[src/design/tdf_pkg.sv]
// ----------------------------------------------------------------------------
// tdf_pkg
// Shared types and constants for the text display filter: register map,
// character codes, the BCD line-number type and the front/back queue word.
// ----------------------------------------------------------------------------
package tdf_pkg;

   localparam int NUMBER_DIGITS = 6;
   localparam int POS_W         = $clog2(NUMBER_DIGITS + 1);
   localparam int QUEUE_DEPTH   = 4;
   localparam int QPTR_W        = $clog2(QUEUE_DEPTH);
   localparam int QCNT_W        = $clog2(QUEUE_DEPTH + 1);
   localparam int ADDR_W        = 5;
   localparam int DATA_W        = 32;

   // register indexes (byte address / 4)
   localparam logic [2:0] REG_SQUEEZE_BLANK    = 3'd0;
   localparam logic [2:0] REG_NUMBER_NONBLANK  = 3'd1;
   localparam logic [2:0] REG_NUMBER_ALL       = 3'd2;
   localparam logic [2:0] REG_SHOW_ENDS        = 3'd3;
   localparam logic [2:0] REG_SHOW_TABS        = 3'd4;
   localparam logic [2:0] REG_SHOW_NONPRINTING = 3'd5;

   // character codes
   localparam logic [7:0] CH_TAB    = 8'h09;
   localparam logic [7:0] CH_NL     = 8'h0A;
   localparam logic [7:0] CH_SPACE  = 8'h20;
   localparam logic [7:0] CH_DOLLAR = 8'h24;
   localparam logic [7:0] CH_DASH   = 8'h2D;
   localparam logic [7:0] CH_QMARK  = 8'h3F;
   localparam logic [7:0] CH_I      = 8'h49;
   localparam logic [7:0] CH_M      = 8'h4D;
   localparam logic [7:0] CH_CARET  = 8'h5E;
   localparam logic [7:0] CH_DEL    = 8'h7F;
   localparam logic [7:0] CTRL_OFS  = 8'h40;
   localparam logic [7:0] CTRL_END  = 8'h20;
   localparam logic [3:0] ZONE_DIG  = 4'h3;
   localparam logic [3:0] BCD_NINE  = 4'd9;

   // index 0 is the least significant digit
   typedef logic [NUMBER_DIGITS-1:0][3:0] number_type;

   typedef struct packed {
      logic squeeze_blank;
      logic number_nonblank;
      logic number_all;
      logic show_ends;
      logic show_tabs;
      logic show_nonprinting;
   } cfg_type;

   // one queued item: optional line number, then 1..4 rendered bytes
   typedef struct packed {
      logic            numbered;
      number_type      number;
      logic [1:0]      last_idx;
      logic [3:0][7:0] glyph;
   } entry_type;

   typedef struct packed {
      logic full;
      logic empty;
   } q_stat_type;

endpackage

[src/design/tdf_front.sv]
// ----------------------------------------------------------------------------
// tdf_front
// Accepts text bytes, tracks blank-line squeezing and line numbering, and
// renders each byte into a queue word for the back end.
// ----------------------------------------------------------------------------
module tdf_front (
   input  logic                  clock,
   input  logic                  reset,
   input  tdf_pkg::cfg_type      cfg,
   input  logic                  req_valid,
   output logic                  req_stall,
   input  logic [7:0]            req_text_byte,
   input  tdf_pkg::q_stat_type   q_stat,
   output logic                  push,
   output tdf_pkg::entry_type    push_entry
);
   import tdf_pkg::*;

   logic [1:0] run_ff, run_in, run_inc;
   logic       start_ff, start_in;
   number_type num_ff, num_in;
   logic       nb_start_ff, nb_start_in;
   logic       any_start_ff, any_start_in;
   logic       accept, is_nl, drop, numbered;
   logic [7:0] c, lo;

   // saturating BCD increment; holds at all nines
   function automatic number_type bcd_inc(input number_type v);
      number_type r;
      logic       carry;
      logic       all9;
      r     = v;
      carry = 1'b1;
      all9  = 1'b1;
      for (int k = 0; k < NUMBER_DIGITS; k++) begin
         all9 = all9 & (v[k] == BCD_NINE);
         if (carry) begin
            if (v[k] == BCD_NINE) begin
               r[k] = 4'd0;
            end else begin
               r[k]  = v[k] + 4'd1;
               carry = 1'b0;
            end
         end
      end
      if (all9) begin
         r = v;
      end
      return r;
   endfunction

   assign req_stall = q_stat.full;
   assign accept    = req_valid && !q_stat.full;
   assign c         = req_text_byte;
   assign lo        = {1'b0, c[6:0]};
   assign is_nl     = (c == CH_NL);
   assign run_inc   = (run_ff == 2'd3) ? 2'd3 : run_ff + 2'd1;

   always_comb begin
      run_in       = run_ff;
      start_in     = start_ff;
      nb_start_in  = nb_start_ff;
      any_start_in = any_start_ff;
      drop         = 1'b0;
      numbered     = 1'b0;

      if (cfg.squeeze_blank && is_nl) begin
         run_in = run_inc;
         if (run_inc == 2'd3) begin
            drop = 1'b1;
         end
         if (start_ff && run_inc > 2'd1) begin
            drop = 1'b1;
         end
      end else begin
         start_in = 1'b0;
         run_in   = 2'd0;
      end

      // a squeezed newline leaves the line-start flags alone
      if (!drop) begin
         if (cfg.number_nonblank) begin
            if (!is_nl) begin
               if (nb_start_ff) begin
                  numbered    = 1'b1;
                  nb_start_in = 1'b0;
               end
            end else begin
               nb_start_in = 1'b1;
            end
         end else if (cfg.number_all) begin
            numbered     = any_start_ff;
            any_start_in = is_nl;
         end
      end

      num_in = numbered ? bcd_inc(num_ff) : num_ff;
   end

   // rendering of the byte itself
   always_comb begin
      push_entry.numbered = numbered;
      push_entry.number   = num_ff;
      push_entry.glyph    = '0;
      push_entry.glyph[0] = c;
      push_entry.last_idx = 2'd0;
      if (cfg.show_tabs && c == CH_TAB) begin
         push_entry.glyph[0] = CH_CARET;
         push_entry.glyph[1] = CH_I;
         push_entry.last_idx = 2'd1;
      end else if (cfg.show_ends && is_nl) begin
         push_entry.glyph[0] = CH_DOLLAR;
         push_entry.glyph[1] = CH_NL;
         push_entry.last_idx = 2'd1;
      end else if (cfg.show_nonprinting && c < CTRL_END && c != CH_TAB && !is_nl) begin
         push_entry.glyph[0] = CH_CARET;
         push_entry.glyph[1] = c + CTRL_OFS;
         push_entry.last_idx = 2'd1;
      end else if (cfg.show_nonprinting && c[7]) begin
         push_entry.glyph[0] = CH_M;
         push_entry.glyph[1] = CH_DASH;
         if (lo < CTRL_END) begin
            push_entry.glyph[2] = CH_CARET;
            push_entry.glyph[3] = lo + CTRL_OFS;
            push_entry.last_idx = 2'd3;
         end else if (lo == CH_DEL) begin
            push_entry.glyph[2] = CH_CARET;
            push_entry.glyph[3] = CH_QMARK;
            push_entry.last_idx = 2'd3;
         end else begin
            push_entry.glyph[2] = lo;
            push_entry.last_idx = 2'd2;
         end
      end else if (cfg.show_nonprinting && c == CH_DEL) begin
         push_entry.glyph[0] = CH_CARET;
         push_entry.glyph[1] = CH_QMARK;
         push_entry.last_idx = 2'd1;
      end
   end

   assign push = accept && !drop;

   always_ff @(posedge clock) begin
      if (reset) begin
         run_ff       <= 2'd0;
         start_ff     <= 1'b1;
         num_ff       <= number_type'(1);
         nb_start_ff  <= 1'b1;
         any_start_ff <= 1'b1;
      end else if (accept) begin
         run_ff       <= run_in;
         start_ff     <= start_in;
         num_ff       <= num_in;
         nb_start_ff  <= nb_start_in;
         any_start_ff <= any_start_in;
      end
   end

endmodule

[src/design/tdf_queue.sv]
// ----------------------------------------------------------------------------
// tdf_queue
// Small register FIFO that decouples the classifying front from the
// byte-emitting back end.
// ----------------------------------------------------------------------------
module tdf_queue (
   input  logic                  clock,
   input  logic                  reset,
   input  logic                  push,
   input  tdf_pkg::entry_type    push_entry,
   input  logic                  pop,
   output tdf_pkg::entry_type    head,
   output tdf_pkg::q_stat_type   q_stat
);
   import tdf_pkg::*;

   entry_type           slot_ff [QUEUE_DEPTH];
   logic [QPTR_W-1:0]   wr_ptr_ff, rd_ptr_ff;
   logic [QCNT_W-1:0]   count_ff, count_in;

   assign head         = slot_ff[rd_ptr_ff];
   assign q_stat.full  = (count_ff == QCNT_W'(QUEUE_DEPTH));
   assign q_stat.empty = (count_ff == '0);

   always_comb begin
      count_in = count_ff;
      if (push && !pop) begin
         count_in = count_ff + 1'b1;
      end else if (pop && !push) begin
         count_in = count_ff - 1'b1;
      end
   end

   always_ff @(posedge clock) begin
      if (push) begin
         slot_ff[wr_ptr_ff] <= push_entry;
      end
   end

   always_ff @(posedge clock) begin
      if (reset) begin
         wr_ptr_ff <= '0;
         rd_ptr_ff <= '0;
         count_ff  <= '0;
      end else begin
         if (push) begin
            wr_ptr_ff <= wr_ptr_ff + 1'b1;
         end
         if (pop) begin
            rd_ptr_ff <= rd_ptr_ff + 1'b1;
         end
         count_ff <= count_in;
      end
   end

endmodule

[src/design/tdf_back.sv]
// ----------------------------------------------------------------------------
// tdf_back
// Walks the head queue word one byte per cycle while rsp_stall is low: line-number digits
// and tab first when numbered, then the rendered bytes, into the output register.
// ----------------------------------------------------------------------------
module tdf_back (
   input  logic                  clock,
   input  logic                  reset,
   input  tdf_pkg::q_stat_type   q_stat,
   input  tdf_pkg::entry_type    head,
   output logic                  pop,
   output logic                  rsp_valid,
   input  logic                  rsp_stall,
   output logic [7:0]            rsp_display_byte,
   output logic                  rsp_run_last
);
   import tdf_pkg::*;

   logic             valid_ff, valid_in;
   logic [7:0]       byte_ff, byte_in;
   logic             last_ff, last_in;
   logic             num_done_ff, num_done_in;
   logic [POS_W-1:0] pos_ff, pos_in;
   logic [1:0]       idx_ff, idx_in;
   logic             load, pos_end, blank, nz;
   logic [3:0]       digit;

   assign load    = (!valid_ff || !rsp_stall) && !q_stat.empty;
   assign pos_end = (pos_ff == POS_W'(NUMBER_DIGITS));

   // digit under the cursor; leading zeros show as spaces, units digit never
   always_comb begin
      digit = 4'd0;
      blank = 1'b0;
      nz    = 1'b0;
      for (int k = NUMBER_DIGITS - 1; k >= 0; k--) begin
         nz = nz | (head.number[k] != 4'd0);
         if (pos_ff == POS_W'(NUMBER_DIGITS - 1 - k)) begin
            digit = head.number[k];
            blank = (k != 0) && !nz;
         end
      end
   end

   always_comb begin
      num_done_in = num_done_ff;
      pos_in      = pos_ff;
      idx_in      = idx_ff;
      pop         = 1'b0;
      if (head.numbered && !num_done_ff) begin
         byte_in     = pos_end ? CH_TAB : (blank ? CH_SPACE : {ZONE_DIG, digit});
         last_in     = 1'b0;
         num_done_in = pos_end;
         pos_in      = pos_end ? '0 : pos_ff + 1'b1;
      end else begin
         byte_in = head.glyph[idx_ff];
         last_in = (idx_ff == head.last_idx);
         pop     = load && last_in;
         idx_in  = last_in ? 2'd0 : idx_ff + 2'd1;
         if (last_in) begin
            num_done_in = 1'b0;
         end
      end

      if (load) begin
         valid_in = 1'b1;
      end else if (!rsp_stall) begin
         valid_in = 1'b0;
      end else begin
         valid_in = valid_ff;
      end
   end

   always_ff @(posedge clock) begin
      if (reset) begin
         valid_ff    <= 1'b0;
         num_done_ff <= 1'b0;
         pos_ff      <= '0;
         idx_ff      <= 2'd0;
      end else begin
         valid_ff <= valid_in;
         if (load) begin
            num_done_ff <= num_done_in;
            pos_ff      <= pos_in;
            idx_ff      <= idx_in;
         end
      end
   end

   always_ff @(posedge clock) begin
      if (load) begin
         byte_ff <= byte_in;
         last_ff <= last_in;
      end
   end

   assign rsp_valid        = valid_ff;
   assign rsp_display_byte = byte_ff;
   assign rsp_run_last     = last_ff;

endmodule

[src/design/text_display_filter_top.sv]
// ----------------------------------------------------------------------------
// text_display_filter_top
// Byte-stream text display filter: blank-line squeezing, line numbering,
// tab/end marks and caret / M- rendering of nonprinting bytes.
// ----------------------------------------------------------------------------
// One text byte is taken per cycle while the 4-word internal queue has room;
// each byte leaves as 0 to NUMBER_DIGITS+5 display words, one word per cycle
// from the output register while rsp_stall is low, the last one flagged with
// rsp_run_last. The output side sets the rate: a byte yields one word for plain
// text, seven more when a line number is printed, none for a squeezed newline.
// Input stall rises only when the queue is full. Registers must be written over
// the csr_ port only while the stream is idle; the block does not enforce this.
module text_display_filter_top (
   input  logic                       clock,
   input  logic                       reset,
   input  logic                       req_valid,
   output logic                       req_stall,
   input  logic [7:0]                 req_text_byte,
   output logic                       rsp_valid,
   input  logic                       rsp_stall,
   output logic [7:0]                 rsp_display_byte,
   output logic                       rsp_run_last,
   input  logic                       csr_psel,
   input  logic                       csr_penable,
   input  logic                       csr_pwrite,
   input  logic [tdf_pkg::ADDR_W-1:0] csr_paddr,
   input  logic [tdf_pkg::DATA_W-1:0] csr_pwdata,
   output logic [tdf_pkg::DATA_W-1:0] csr_prdata,
   output logic                       csr_pready
);
   import tdf_pkg::*;

   cfg_type    cfg_ff;
   logic       cfg_wr;
   logic [2:0] reg_idx;
   logic       rd_bit;
   logic       q_push, q_pop;
   entry_type  push_entry, head;
   q_stat_type q_stat;

   assign csr_pready = 1'b1;
   assign cfg_wr     = csr_psel && csr_penable && csr_pwrite;
   assign reg_idx    = csr_paddr[4:2];

   always_ff @(posedge clock) begin
      if (reset) begin
         cfg_ff <= '0;
      end else if (cfg_wr) begin
         case (reg_idx)
            REG_SQUEEZE_BLANK:    cfg_ff.squeeze_blank    <= csr_pwdata[0];
            REG_NUMBER_NONBLANK:  cfg_ff.number_nonblank  <= csr_pwdata[0];
            REG_NUMBER_ALL:       cfg_ff.number_all       <= csr_pwdata[0];
            REG_SHOW_ENDS:        cfg_ff.show_ends        <= csr_pwdata[0];
            REG_SHOW_TABS:        cfg_ff.show_tabs        <= csr_pwdata[0];
            REG_SHOW_NONPRINTING: cfg_ff.show_nonprinting <= csr_pwdata[0];
            default: begin
            end
         endcase
      end
   end

   always_comb begin
      case (reg_idx)
         REG_SQUEEZE_BLANK:    rd_bit = cfg_ff.squeeze_blank;
         REG_NUMBER_NONBLANK:  rd_bit = cfg_ff.number_nonblank;
         REG_NUMBER_ALL:       rd_bit = cfg_ff.number_all;
         REG_SHOW_ENDS:        rd_bit = cfg_ff.show_ends;
         REG_SHOW_TABS:        rd_bit = cfg_ff.show_tabs;
         REG_SHOW_NONPRINTING: rd_bit = cfg_ff.show_nonprinting;
         default:              rd_bit = 1'b0;
      endcase
   end

   assign csr_prdata = {{(DATA_W-1){1'b0}}, rd_bit};

   tdf_front u_front (
      .clock         (clock),
      .reset         (reset),
      .cfg           (cfg_ff),
      .req_valid     (req_valid),
      .req_stall     (req_stall),
      .req_text_byte (req_text_byte),
      .q_stat        (q_stat),
      .push          (q_push),
      .push_entry    (push_entry)
   );

   tdf_queue u_queue (
      .clock      (clock),
      .reset      (reset),
      .push       (q_push),
      .push_entry (push_entry),
      .pop        (q_pop),
      .head       (head),
      .q_stat     (q_stat)
   );

   tdf_back u_back (
      .clock            (clock),
      .reset            (reset),
      .q_stat           (q_stat),
      .head             (head),
      .pop              (q_pop),
      .rsp_valid        (rsp_valid),
      .rsp_stall        (rsp_stall),
      .rsp_display_byte (rsp_display_byte),
      .rsp_run_last     (rsp_run_last)
   );

   // queue never written while full
   a_no_overflow: assert property (@(posedge clock) disable iff (reset)
      !(q_push && q_stat.full))
      else $error("queue push while full");

   // back end never retires a word that is not there
   a_no_underflow: assert property (@(posedge clock) disable iff (reset)
      !(q_pop && q_stat.empty))
      else $error("queue pop while empty");

   // output cannot become valid with nothing queued
   a_no_phantom: assert property (@(posedge clock) disable iff (reset)
      (!rsp_valid && q_stat.empty) |=> !rsp_valid)
      else $error("output word without queued item");

endmodule
[config.mk]
export PLATFORM = sky130hd
export DESIGN_NAME = text_display_filter_top
export DESIGN_NICKNAME = d
export VERILOG_FILES = /design/src/design/tdf_pkg.sv /design/src/design/tdf_front.sv /design/src/design/tdf_queue.sv /design/src/design/tdf_back.sv /design/src/design/text_display_filter_top.sv
export SDC_FILE = /design/constraint.sdc
export NUM_CORES = 1
export LEC_CHECK = 0
export BUFFER_PORTS_ARGS = -buffer_cell sky130_fd_sc_hd__buf_2
export CAP_MARGIN = 10
export CORE_MARGIN = 3
export CORE_UTILIZATION = 47
export CTS_CLUSTER_SIZE = 28
export DETAILED_ROUTE_END_ITERATION = 16
export PLACE_DENSITY = 0.67
export SLEW_MARGIN = 40
export SYNTH_ARGS = -nofsm -noshare
export SYNTH_HDL_FRONTEND = slang
export SYNTH_SLANG_ARGS = --single-unit
[constraint.sdc]
create_clock -name clock -period 3 [get_ports clock]
set_input_delay 0 -clock clock [delete_from_list [all_inputs] [get_ports clock]]
set_output_delay 0 -clock clock [all_outputs]
set_load 0.05 [all_outputs]
-- After elaboration in Yosys (flattened, before gate mapping)
Memories as Yosys holds them, arrays and structs flattened. A register that Yosys moved wholly into a read port is not among the register bits.
Index checks and enable logic that the tools add are counted.
- $add $sub $neg: 15
- $lt $le $gt $ge: 4
- equal/unequal tests: 27
- multiplexer cells: 75
- bitwise gates (word level): 14
- reductions and logical operators: 61
- operators with widths (cell ; count):
    $mux 16 ; 8
    $mux 4 ; 12
    $mux 1 ; 33
    $add 4x1->4 const B ; 6
    $eq 4x4->1 const B ; 6
    $mux 8 ; 3
    $reduce_and 4->1 ; 6
    $reduce_and 2->1 ; 10
    $reduce_bool 4->1 ; 5
    $eq 3x3->1 const B ; 6
    $logic_and 1x1->1 ; 18
    $mux 18 ; 1
    $mux 2 ; 9
    $bmux 8 s2 ; 1
    $eq 8x4->1 const B ; 2
    $logic_not 1->1 ; 14
    $mux 14 ; 1
    $eq 3x2->1 const B ; 4
    $logic_not 3->1 ; 3
    $mux 3 ; 3
    $add 2x1->2 const B ; 4
    $add 7x7->8 const B ; 1
    $add 8x7->8 const B ; 1
    $eq 8x7->1 const B ; 1
    22 further kinds ; 38
- register bits after elaboration: 58
- bits in writable memories: 236
- input bits: 52
- output and inout port bits: 44
- logic and storage cells: 222
- memories kept: 1
- memories (name ; words ; bits a word ; rd ports ; clocked after memory_dff ; wr ports ; line ; source):
    u_queue.slot_ff ; 4 ; 59 ; 1 ; 1 ; 1 ; tdf_queue.sv:17 ; entry_type slot_ff [QUEUE_DEPTH];

-- Depth between registers and ports, before layout
Gate-level depths: netlist of the first run.
- word-level depth: 12
- depth in mapped cells: 12
- gate-level depth less buffers: 11

-- Cells and area by module
From an unflattened synthesis of the first run, not the netlist that was laid out.
- cell total of the unflattened synthesis: 814
- area, all modules: 12854.8 um2
- modules (own cells, without submodules) (module ; times used ; cells an instance ; area an instance (um2) ; sequential area each (um2)):
    tdf_queue ; 1 ; 353 ; 8956.1 ; 7267.0
    tdf_front ; 1 ; 270 ; 2072.0 ; 580.6
    tdf_back ; 1 ; 122 ; 1224.9 ; 410.4
    text_display_filter_top ; 1 ; 69 ; 601.8 ; 120.1

-- Worst setup path after synthesis of the first run
No wires, ideal clock.
- path type: register to register
- from: register u_queue.count_ff[0]
- to: memory u_queue.slot_ff[0][0] (netlist name), enable pin
- setup time: 0.520 ns
- arrival: 3.036 ns
- data required time: 2.480 ns
- slack: -0.556 ns
- stages on the path, launching flop included: 7
- buffers on the path: 2
- clock period less this slack: 3.556 ns
- cells stage by stage: dfxtp_1 > nor3b_1 > nand2b_1 > buf_2 > a31oi_1 > buf_2 > and2_1
- word-level cells in the longest chain between the ends: 6
- ends and longest elaborated chain (what ; line ; source):
    from (decl) ; tdf_queue.sv:19 ; logic [QCNT_W-1:0] count_ff, count_in;
    from (signal assigned) ; tdf_queue.sv:52 ; count_ff <= count_in;
    $eq 3x3->1 ; tdf_queue.sv:22 ; assign q_stat.full = (count_ff == QCNT_W'(QUEUE_DEPTH));
    named net req_stall ; text_display_filter_top.sv:17 ; output logic req_stall,
    $logic_not 1->1 ; tdf_front.sv:53 ; assign accept = req_valid && !q_stat.full;
    $logic_and 1x1->1 ; tdf_front.sv:53 ;
    $logic_and 1x1->1 ; tdf_front.sv:141 ; assign push = accept && !drop;
    named net q_push ; text_display_filter_top.sv:37 ; logic q_push, q_pop;
    $mux 1 ; tdf_queue.sv:35 ; if (push) begin
    $mux 1 (implied by the code) ; tdf_queue.sv:36 ; slot_ff[wr_ptr_ff] <= push_entry;
    to (decl) ; tdf_queue.sv:17 ;
The timed path passes the listed nets, and every way through them passes these cells.

==> results of run 1 <==
==> worst max path at each step <==
stage / cells past startpoint / endpoint / slack (ps)
after detailed placement: 11 / u_queue.count_ff[2] / 200
final: 11 / u_queue.count_ff[2] / 260
after CTS: 11 / u_queue.count_ff[2] / 140
after global routing: 11 / u_queue.count_ff[2] / 80
after global placement: 11 / u_queue.count_ff[2] / 240
after floorplan: 12 / u_queue.count_ff[2] / 260
==> power by group through the flow <==
stage | clock network (mW) | logic [mW] | registers, mW
finish | 3.82 | 2.73 | 5.05
global route | 4.06 | 2.96 | 5.09
CTS | 3.89 | 2.77 | 5.05
detailed placement | 0 | 2.74 | 5.13
global placement | 0 | 2.73 | 5.12
floorplan | 0 | 1.87 | 5.32
==> registers in the layout, indices dropped and copies added (netlist names), 2 cells and up, named ones only <==
name	cells
cfg_ff	6
u_back.idx_ff	2
u_back.pos_ff	3
u_back.rsp_display_byte	8
u_front.push_entry	24
u_front.run_ff	2
u_queue.count_ff	3
u_queue.rd_ptr_ff	2
u_queue.slot_ff	232
u_queue.wr_ptr_ff	2
==> timing repair <==
item | in CTS | in global routing
gates resized for setup | 0 | 1
hold buffers | 25 | 0
setup endpoints to repair | 0 | 1
endpoints found under the hold margin | 108 | 0
==> layout by cell type (no fill, tap or decap), types with 8 or more instances in the layout <==
| cell type | count |
|---|---|
| nor2_1 | 72 |
| conb_1 | 36 |
| nand2_1 | 32 |
| nand2b_1 | 10 |
| clkinv_1 | 10 |
| mux2i_1 | 17 |
| nor2b_1 | 12 |
| edfxtp_1 | 241 |
| clkbuf_16 | 30 |
| and3_1 | 9 |
| o21ai_0 | 16 |
| nand3_1 | 13 |
| a21oi_1 | 36 |
| mux4_2 | 59 |
| xor2_1 | 10 |
| inv_1 | 21 |
| buf_4 | 13 |
| dlygate4sd3_1 | 25 |
| dfxtp_1 | 49 |
| ha_1 | 8 |
| nor3_1 | 20 |
| buf_2 | 30 |
==> worst max-delay path: stages (launching register included) <==
cell and delay [ps]:
dfxtp_4 380, buf_12 230, mux4_2 510, nor2b_1 160, nor2b_2 180, nand2_1 140
ha_1 230, inv_1 90, fa_1 190, xor2_1 80, or3_1 310, a21oi_1 140
==> cell type report <==
class / count / area (um2)
clock buffer: 33 / 762.0
multi-input combinational: 473 / 3969
timing repair buffer: 73 / 598.1
fill: 2041 / 11840
sequential: 292 / 8263
tap: 335 / 419.2
clock inverter: 23 / 271.5
inverter: 23 / 86.33
==> layer usage <==
metal  track usage [%]  vias to the layer above
met2             28.60                      187
met4             3.307                        0
li1                  -                     3255
met5                 0                        -
met1             24.83                     3537
met3             2.207                       25
==> kinds of logic (layout without fill, tap and decap cells) <==
| kind of cell | Yosys count | after routing |
|---|---|---|
| AOI/OAI and AO/OA | 95 | 95 |
| xor gates and xnor gates | 17 | 17 |
| adders and majority gates | 9 | 9 |
| buffers and inverters | 89 | 152 |
| DFF | 292 | 292 |
| muxes | 87 | 87 |
| other | 2 | 36 |
| and+or+nand+nor | 229 | 229 |
==> summary.txt, run 1 <==
hold slack: 22.18 ps
Die Span X: 169.8 um
non-filler cells, final: 1,252
Ant. Diodes: 0
DR WL met2: 11.84 mm
Core ar.: 26,210 um2
largest cells by area after synthesis: edfxtp_1 57%, mux4_2 11%, dfxtp_1 8.1%, nor2_1 2.1%, buf_4 2.0%
VDD IR max: 478.9 uV
area grow syn2layout: 13.93%
Hold Path Cell Cnt: 6
final core utilization: 54.83%
DP Worst Slack: 198.0 ps
hold_sp: csr_penable
reg2reg end: u_queue.count_ff[2]
Synth Area in XOR/XNOR: 1.181%
Critical Path End Type: flop
clk_lat worst skew: 560 ps
CTS Buf Count: 30
vias post-DR: 7,004
largest family of logic cells by synthesized area: multiplexers
synth cell count leaders: 241 x edfxtp_1, 72 x nor2_1, 59 x mux4_2
Post-synth EDFFs: 241
most common cell in the synthesized netlist: edfxtp_1
H-tree depth: 1
Iter 0 DRT Violations: 529
Yosys cell types: 70
Post-Synth Simple-Gate Area: 9.812%
WHS Endpoint: cfg_ff[0]
post-synth top area share: 57.38%
postcts setup bufs: 0
WL met1: 11.27 mm
Crit Path Category: reg -> reg
vias in the first global route: 6,988
final number of hold-violating endpoints: 0
sequential fraction of the synthesis area: 65.48%
net count reported at finish: 954
max layer used: met4
DR WL/cell: 19.66 um
Inst Count DP: 1,171
Setup crit start kind: flop
setup TNS: 0 ps
Critical Path AT: 3200 ps
Final Slew Violations: 0
DR vias/cell: 5.594
Seq pwr share: 43.5%
final number of setup-violating endpoints: 0
r2r setup slk: 260 ps
Switching Fraction: 28.15%
dominant synthesized flop cell: edfxtp_1
adder-cell share of the synthesized area: 0.9524%
Critical Path Fanout Max: 24
internal cell power: 8.329 mW
power share of the combinational group: 23.5%
Slew HR: 50.81%
initial antenna violation count: 1
HPWL Detailed: 15.18 mm
warnings from Yosys: 0
Synth async-reset ratio: 0%
Yosys reg bits: 292
post-synth top area cell: edfxtp_1
Avg Synthesized Cell Area: 15.38 um2
Initial Util: 48.13%
Placed Area: 13,080 um2
max-cap violation count: 0
CTS tree: yes
RSZ-0062 raised after global routing: no
met3 WL: 1.125 mm
PortBufs: 30
Period minus WS final: 2737 ps
die height: 169.8 um
CTS clk-pin slew, worst paths: 60 ps
full die area: 28,840 um2
Reg2Reg Depth: 11
Synth Area in Compound Gates: 4.623%
# DRC: 0
clock sinks: 292
clk root buf: clkbuf_16
largest net degree at the start of global routing: 59
period utilization: 91.24%
Syn Inst Count: 820
Pre-Repair DR Iteration Count: 7
Worst Path Required: 3460 ps
clock skew: 26.24 ps
Static Leak: 5.024 nW
clock buffer depth: 3
Core Rows: 59
Worst-Margin Slew: 727.6 ps
worst setup margin: 262.9 ps
Total Routed Length: 24.61 mm
final RePlAce weighted congestion: 0.8391
clock power share: 32.9%
Post-Syn Area: 12,610 um2
Pwr Total: 11.59 mW
multiplexer share of the synthesized area: 13.70%
Hold Path Class: in -> reg
first-pass GRT wire length: 38.78 mm
Total GRT Usage: 17.19%
Post-DRT Antenna Nets: 0
I/O pin count: 96
fmax: 365.4 MHz
Pwr per Cell Area: 806.8 nW/um2
switching power: 3.264 mW
gr ovfl total: 0
fin area: 14,370 um2
share of post-route cells with drive strength above 1: 19.52%
outcome: complete, no violations
Note: power is estimated with default switching activity, not from simulation.
==> run 2: changes to the inputs <==
- CORE_MARGIN: 3 -> 2
==> summary.txt, run 2 (synthesized netlist as in run 1, its figures left out) <==
CTS Buf Count: 30
power share of the combinational group: 23.6%
outcome: complete, no violations
met3 Usage GRT: 2.374%
final RePlAce weighted congestion: 0.8574
share of post-route cells with drive strength above 1: 19.89%
Hold Path Class: in -> reg
PortBufs: 30
# DRC: 0
Top reg by flops: u_queue.slot_ff
vias post-DR: 7,039
Critical Path End Type: flop
Slew HR: 50.63%
switching power: 3.267 mW
Total Routed Length: 24.80 mm
initial antenna violation count: 0
HPWL Detailed: 15.68 mm
setup TNS: 0 ps
Critical Path AT: 3230 ps
reg2reg end: u_queue.count_ff[2]
Worst Path Required: 3480 ps
Critical Path Fanout Max: 6
Crit Path Category: reg -> reg
final number of hold-violating endpoints: 0
Seq pwr share: 43.8%
max reg flops: 232
r2r setup slk: 260 ps
clock sinks: 292
hold_buf cts: 28
first-pass GRT wire length: 39.59 mm
internal cell power: 8.283 mW
clk_lat worst skew: 550 ps
DR WL/cell: 19.68 um
full die area: 28,160 um2
net count reported at finish: 962
Post-DRT Antenna Nets: 0
Pre-Repair DR Iteration Count: 5
commonest cells after routing, fill and taps aside: 241 x edfxtp_1, 72 x nor2_1, 59 x mux4_2
CTS clk-pin slew, worst paths: 60 ps
area grow syn2layout: 14.26%
vias in the first global route: 7,029
clk root buf: clkbuf_16
final number of setup-violating endpoints: 0
hold_sp: csr_pwrite
fmax: 364.5 MHz
Setup crit start kind: flop
largest net degree at the start of global routing: 59
hold slack: 70.94 ps
grt peak-use layer: met2
Iter 0 DRT Violations: 607
Reg2Reg Depth: 10
die height: 167.8 um
Initial Util: 48.13%
Final Slew Violations: 0
DR vias/cell: 5.587
RSZ-0062 raised after global routing: no
clock buffer depth: 3
Static Leak: 5.043 nW
I/O pin count: 96
Die Span X: 167.8 um
max-cap violation count: 0
Core ar.: 26,210 um2
Hold Path Cell Cnt: 7
final core utilization: 54.99%
commonest non-fill, non-tap cell in the layout: edfxtp_1
VDD IR max: 548.6 uV
clock skew: 10.01 ps
met1 Use GR: 25.38%
Pwr per Cell Area: 801.5 nW/um2
WHS Endpoint: cfg_ff[1]
postcts setup bufs: 0
H-tree depth: 1
fillcell total: 2,047
Period minus WS final: 2744 ps
non-filler cells, final: 1,260
Switching Fraction: 28.28%
M2 GR Usage: 29.72%
Inst Count DP: 1,176
Core Rows: 59
Worst-Margin Slew: 740.5 ps
Total GRT Usage: 18.09%
Ant. Diodes: 0
clock power share: 32.6%
cts repair resizes: 0
period utilization: 91.45%
CTS tree: yes
gr ovfl total: 0
## run 2: stage by stage
stage               power, mW  area (um2)  worst slack (ps)
floorplan               7.187       12750             261.4
global placement        7.850       13110             287.9
detailed placement      7.892       13110             248.3
CTS                     11.67       14410             228.9
global route            12.07       14410             78.55
finish                  11.55       14410             256.4
## run 2: cell type report
type	instances	area (um2)	area share [%]
Timing Repair Buffer	81	653.1	4.532
Sequential cell	292	8263	57.34
Clock buffer	45	888.4	6.165
Clock inverter	11	133.9	0.9291
Inverter	23	86.33	0.5991
Multi-Input combinational cell	473	3966	27.52
Tap cell	335	419.2	2.909
## run 2: routing by layer
metal	share of wire, %	up-vias
met3	5.4	44
met4	2.5	0
met5	0	-
met1	44	3538
li1	-	3259
met2	48	198
## run 2: worst max path at each step
| stage | cells after the start | startpoint | end | slack [ps] |
|---|---|---|---|---|
| after floorplan | 12 | flop | u_queue.count_ff[2] | 260 |
| after global placement | 7 | flop | u_back.rsp_display_byte[1] | 290 |
| after detailed placement | 10 | flop | u_queue.count_ff[2] | 250 |
| after CTS | 10 | flop | u_queue.count_ff[2] | 230 |
| after global routing | 10 | flop | u_queue.count_ff[2] | 80 |
| final | 10 | flop | u_queue.count_ff[2] | 260 |
## run 2: critical path: stages (launching register included)
cell and delay [ps]:
dfxtp_4 400, mux4_1 590, xor2_1 190, nor2_1 70, nand2_1 110, ha_1 200
inv_1 70, fa_1 430, xor2_1 180, or3_1 310, a21oi_1 140
## run 2: power by group through the flow
stage | Sequential, mW | Combinational, mW | Clock, mW
after floorplan | 5.32 | 1.87 | 0
after global placement | 5.12 | 2.73 | 0
after detailed placement | 5.14 | 2.75 | 0
after CTS | 5.06 | 2.78 | 3.83
after global routing | 5.09 | 2.96 | 4.02
final | 5.05 | 2.73 | 3.77
==> run 3: changes to the inputs <==
- ABC_AREA: not set -> 1
- CAP_MARGIN: 10 -> not set
==> summary.txt, run 3 <==
clock power share: 29.7%
Critical Path Fanout Max: 40
power share of the combinational group: 26.9%
H-tree depth: 1
CTS tree: yes
Critical Path AT: 3170 ps
commonest non-fill, non-tap cell in the layout: edfxtp_1
multi-input logic area: 4023 um2
full die area: 29,080 um2
Syn Inst Count: 1,232
period utilization: 89.71%
CTS clk-pin slew, worst paths: 60 ps
Avg Synthesized Cell Area: 10.58 um2
switching power: 3.933 mW
max layer used: met5
Total GRT Usage: 20.01%
non-filler cells, final: 1,682
Seq pwr share: 43.4%
final RePlAce weighted congestion: 0.8761
Post-Syn Area: 13,040 um2
final number of setup-violating endpoints: 0
Static Leak: 5.286 nW
Die Span X: 170.5 um
vias post-DR: 9,021
Core Rows: 60
clk_lat worst skew: 550 ps
clock skew: 9.146 ps
sequential fraction of the synthesis area: 63.35%
max reg flops: 232
fin area: 14,590 um2
Final Slew Violations: 0
PortBufs: 30
Initial Util: 48.10%
clock buffer depth: 3
Ant. Diodes: 0
Hold Path Class: in -> reg
Worst Path Required: 3480 ps
outcome: complete, no violations
DR WL/cell: 16.94 um
first-pass GRT wire length: 45.64 mm
Pre-Repair DR Iteration Count: 5
Switching Fraction: 33.60%
internal cell power: 7.774 mW
Slew HR: 49.29%
Iter 0 DRT Violations: 843
Pwr Total: 11.71 mW
Hold Path Cell Cnt: 2
most common cell in the synthesized netlist: edfxtp_1
post-synth top area share: 55.52%
register area: 8263 um2
Pwr per Cell Area: 802.2 nW/um2
Post-DRT Antenna Nets: 0
largest cells by area after synthesis: edfxtp_1 56%, dfxtp_1 7.8%, nand2_1 6.4%, o21ai_0 4.3%, nor2_1 3.6%
I/O pin count: 96
die height: 170.5 um
Period minus WS final: 2691 ps
gr ovfl total: 0
vias in the first global route: 8,673
dominant synthesized flop cell: edfxtp_1
Inst Count DP: 1,609
met3 WL: 1.753 mm
share of post-route cells with drive strength above 1: 12.06%
Yosys cell types: 53
max-cap violation count: 0
net count reported at finish: 1,348
Yosys reg bits: 292
Worst-Margin Slew: 757.9 ps
postcts setup bufs: 0
Synth async-reset ratio: 0%
Critical Path End Type: flop
commonest cells after routing, fill and taps aside: 241 x edfxtp_1, 223 x nand2_1, 122 x nor2_1
Crit Path Category: reg -> reg
synth cell count leaders: 241 x edfxtp_1, 223 x nand2_1, 126 x nor2_1
largest net degree at the start of global routing: 59
HPWL Detailed: 17.24 mm
Post-synth EDFFs: 241
post-synth top area cell: edfxtp_1
initial antenna violation count: 1
DR WL met2: 13.37 mm
final core utilization: 53.85%
fillcell total: 2,275
clock sinks: 292
VDD IR max: 447.4 uV
Setup crit start kind: flop
CTS Buf Count: 29
Placed Area: 13,490 um2
Total Routed Length: 28.50 mm
clk root buf: clkbuf_16
warnings from Yosys: 0
fmax: 371.6 MHz
DR vias/cell: 5.363
final number of hold-violating endpoints: 0
Core ar.: 27,100 um2
Top reg by flops: u_queue.slot_ff
Reg2Reg Depth: 15
# DRC: 0
area grow syn2layout: 11.96%
WL met1: 12.84 mm
RSZ-0062 raised after global routing: no
-- run 3: changes by cell type after synthesis, sizes merged, moves of 9 or more --
cell | previous run | this run
mux4 | 66 | 0
mux2i | 17 | 0
buf | 48 | 70
a21oi | 38 | 57
nand3 | 14 | 91
o22ai | 1 | 28
and2 | 9 | 0
nor2 | 73 | 141
inv | 23 | 96
o221ai | 0 | 15
nor2b | 13 | 0
nand2 | 32 | 233
nand2b | 10 | 0
o21ai | 20 | 120
-- run 3: final timing paths --
check | startpoint | to | slack, ps
worst max-delay path | flop | u_queue.count_ff[2] | 310
worst min-delay path | req_text_byte[6] | u_queue.slot_ff[2][14] | 30
worst max register to register | flop | u_queue.count_ff[2] | 310
worst min register to register | u_front.start_ff | u_front.start_ff | 440
-- run 3: area by class of cell --
class                   count  area share, %
multi-input cells         797          27.56
flip-flops and latches    292          56.62
clock buffers              40          5.393
inverters                  96          2.538
repair buffers             71          3.807
well taps                 372          3.189
clock inverters            14         0.8916
-- run 3: layer usage --
| metal | vias up | track usage [%] |
|---|---|---|
| met2 | 287 | 33.04 |
| met5 | - | 0 |
| met3 | 45 | 2.868 |
| li1 | 4362 | - |
| met1 | 4325 | 27.82 |
| met4 | 2 | 5.500 |
-- run 3: power by group through the flow --
stage          logic [mW]  clock network, mW  registers, mW
2_1_floorplan        2.12                  0           5.36
3_3_place_gp         3.06                  0           5.16
3_5_place_dp         3.11                  0           5.17
4_1_cts              3.14               3.53           5.08
5_1_grt              3.48               3.70           5.13
6_report             3.15               3.48           5.08
-- run 3: kinds of logic after synthesis --
group,count (synthesis),share of synthesized area [%]
compound gates,242,10.66
simple gates,499,17.21
other cells,2,0.05761
buf+inv,177,6.998
fa+ha+maj,9,0.9215
xor+xnor,11,0.7968
flops,292,63.35
-- run 3: timing repair --
action | 4_1_cts | 5_1_grt
gates resized for setup | 0 | 0
hold buffers | 19 | 0
hold endpoints to repair | 60 | 0
setup endpoints to repair | 0 | 0
-- run 3: worst max-delay path, cell delays in order (launching register included) --
cell and delay (ps):
dfxtp_4 430, inv_6 300, o21ai_0 130, o22ai_1 180, inv_2 90, nor2_8 210, nor2_4 80, nand2_4 90
ha_1 140, inv_1 70, fa_1 430, nor2_1 110, nor2_1 40, nand2_1 80, o21ai_0 80, a21oi_1 150
-- run 3: metrics by stage --
stage / TNS, ps / hold WS (ps) / setup WS [ps]
6_report: 0 / 32.65 / 308.7
2_1_floorplan: -210480 / 138.6 / -907.2
4_1_cts: 0 / 0.8329 / 315.4
3_3_place_gp: 0 / 322.6 / 398.1
3_5_place_dp: 0 / 318.6 / 340.1
5_1_grt: 0 / 27.52 / 71.87
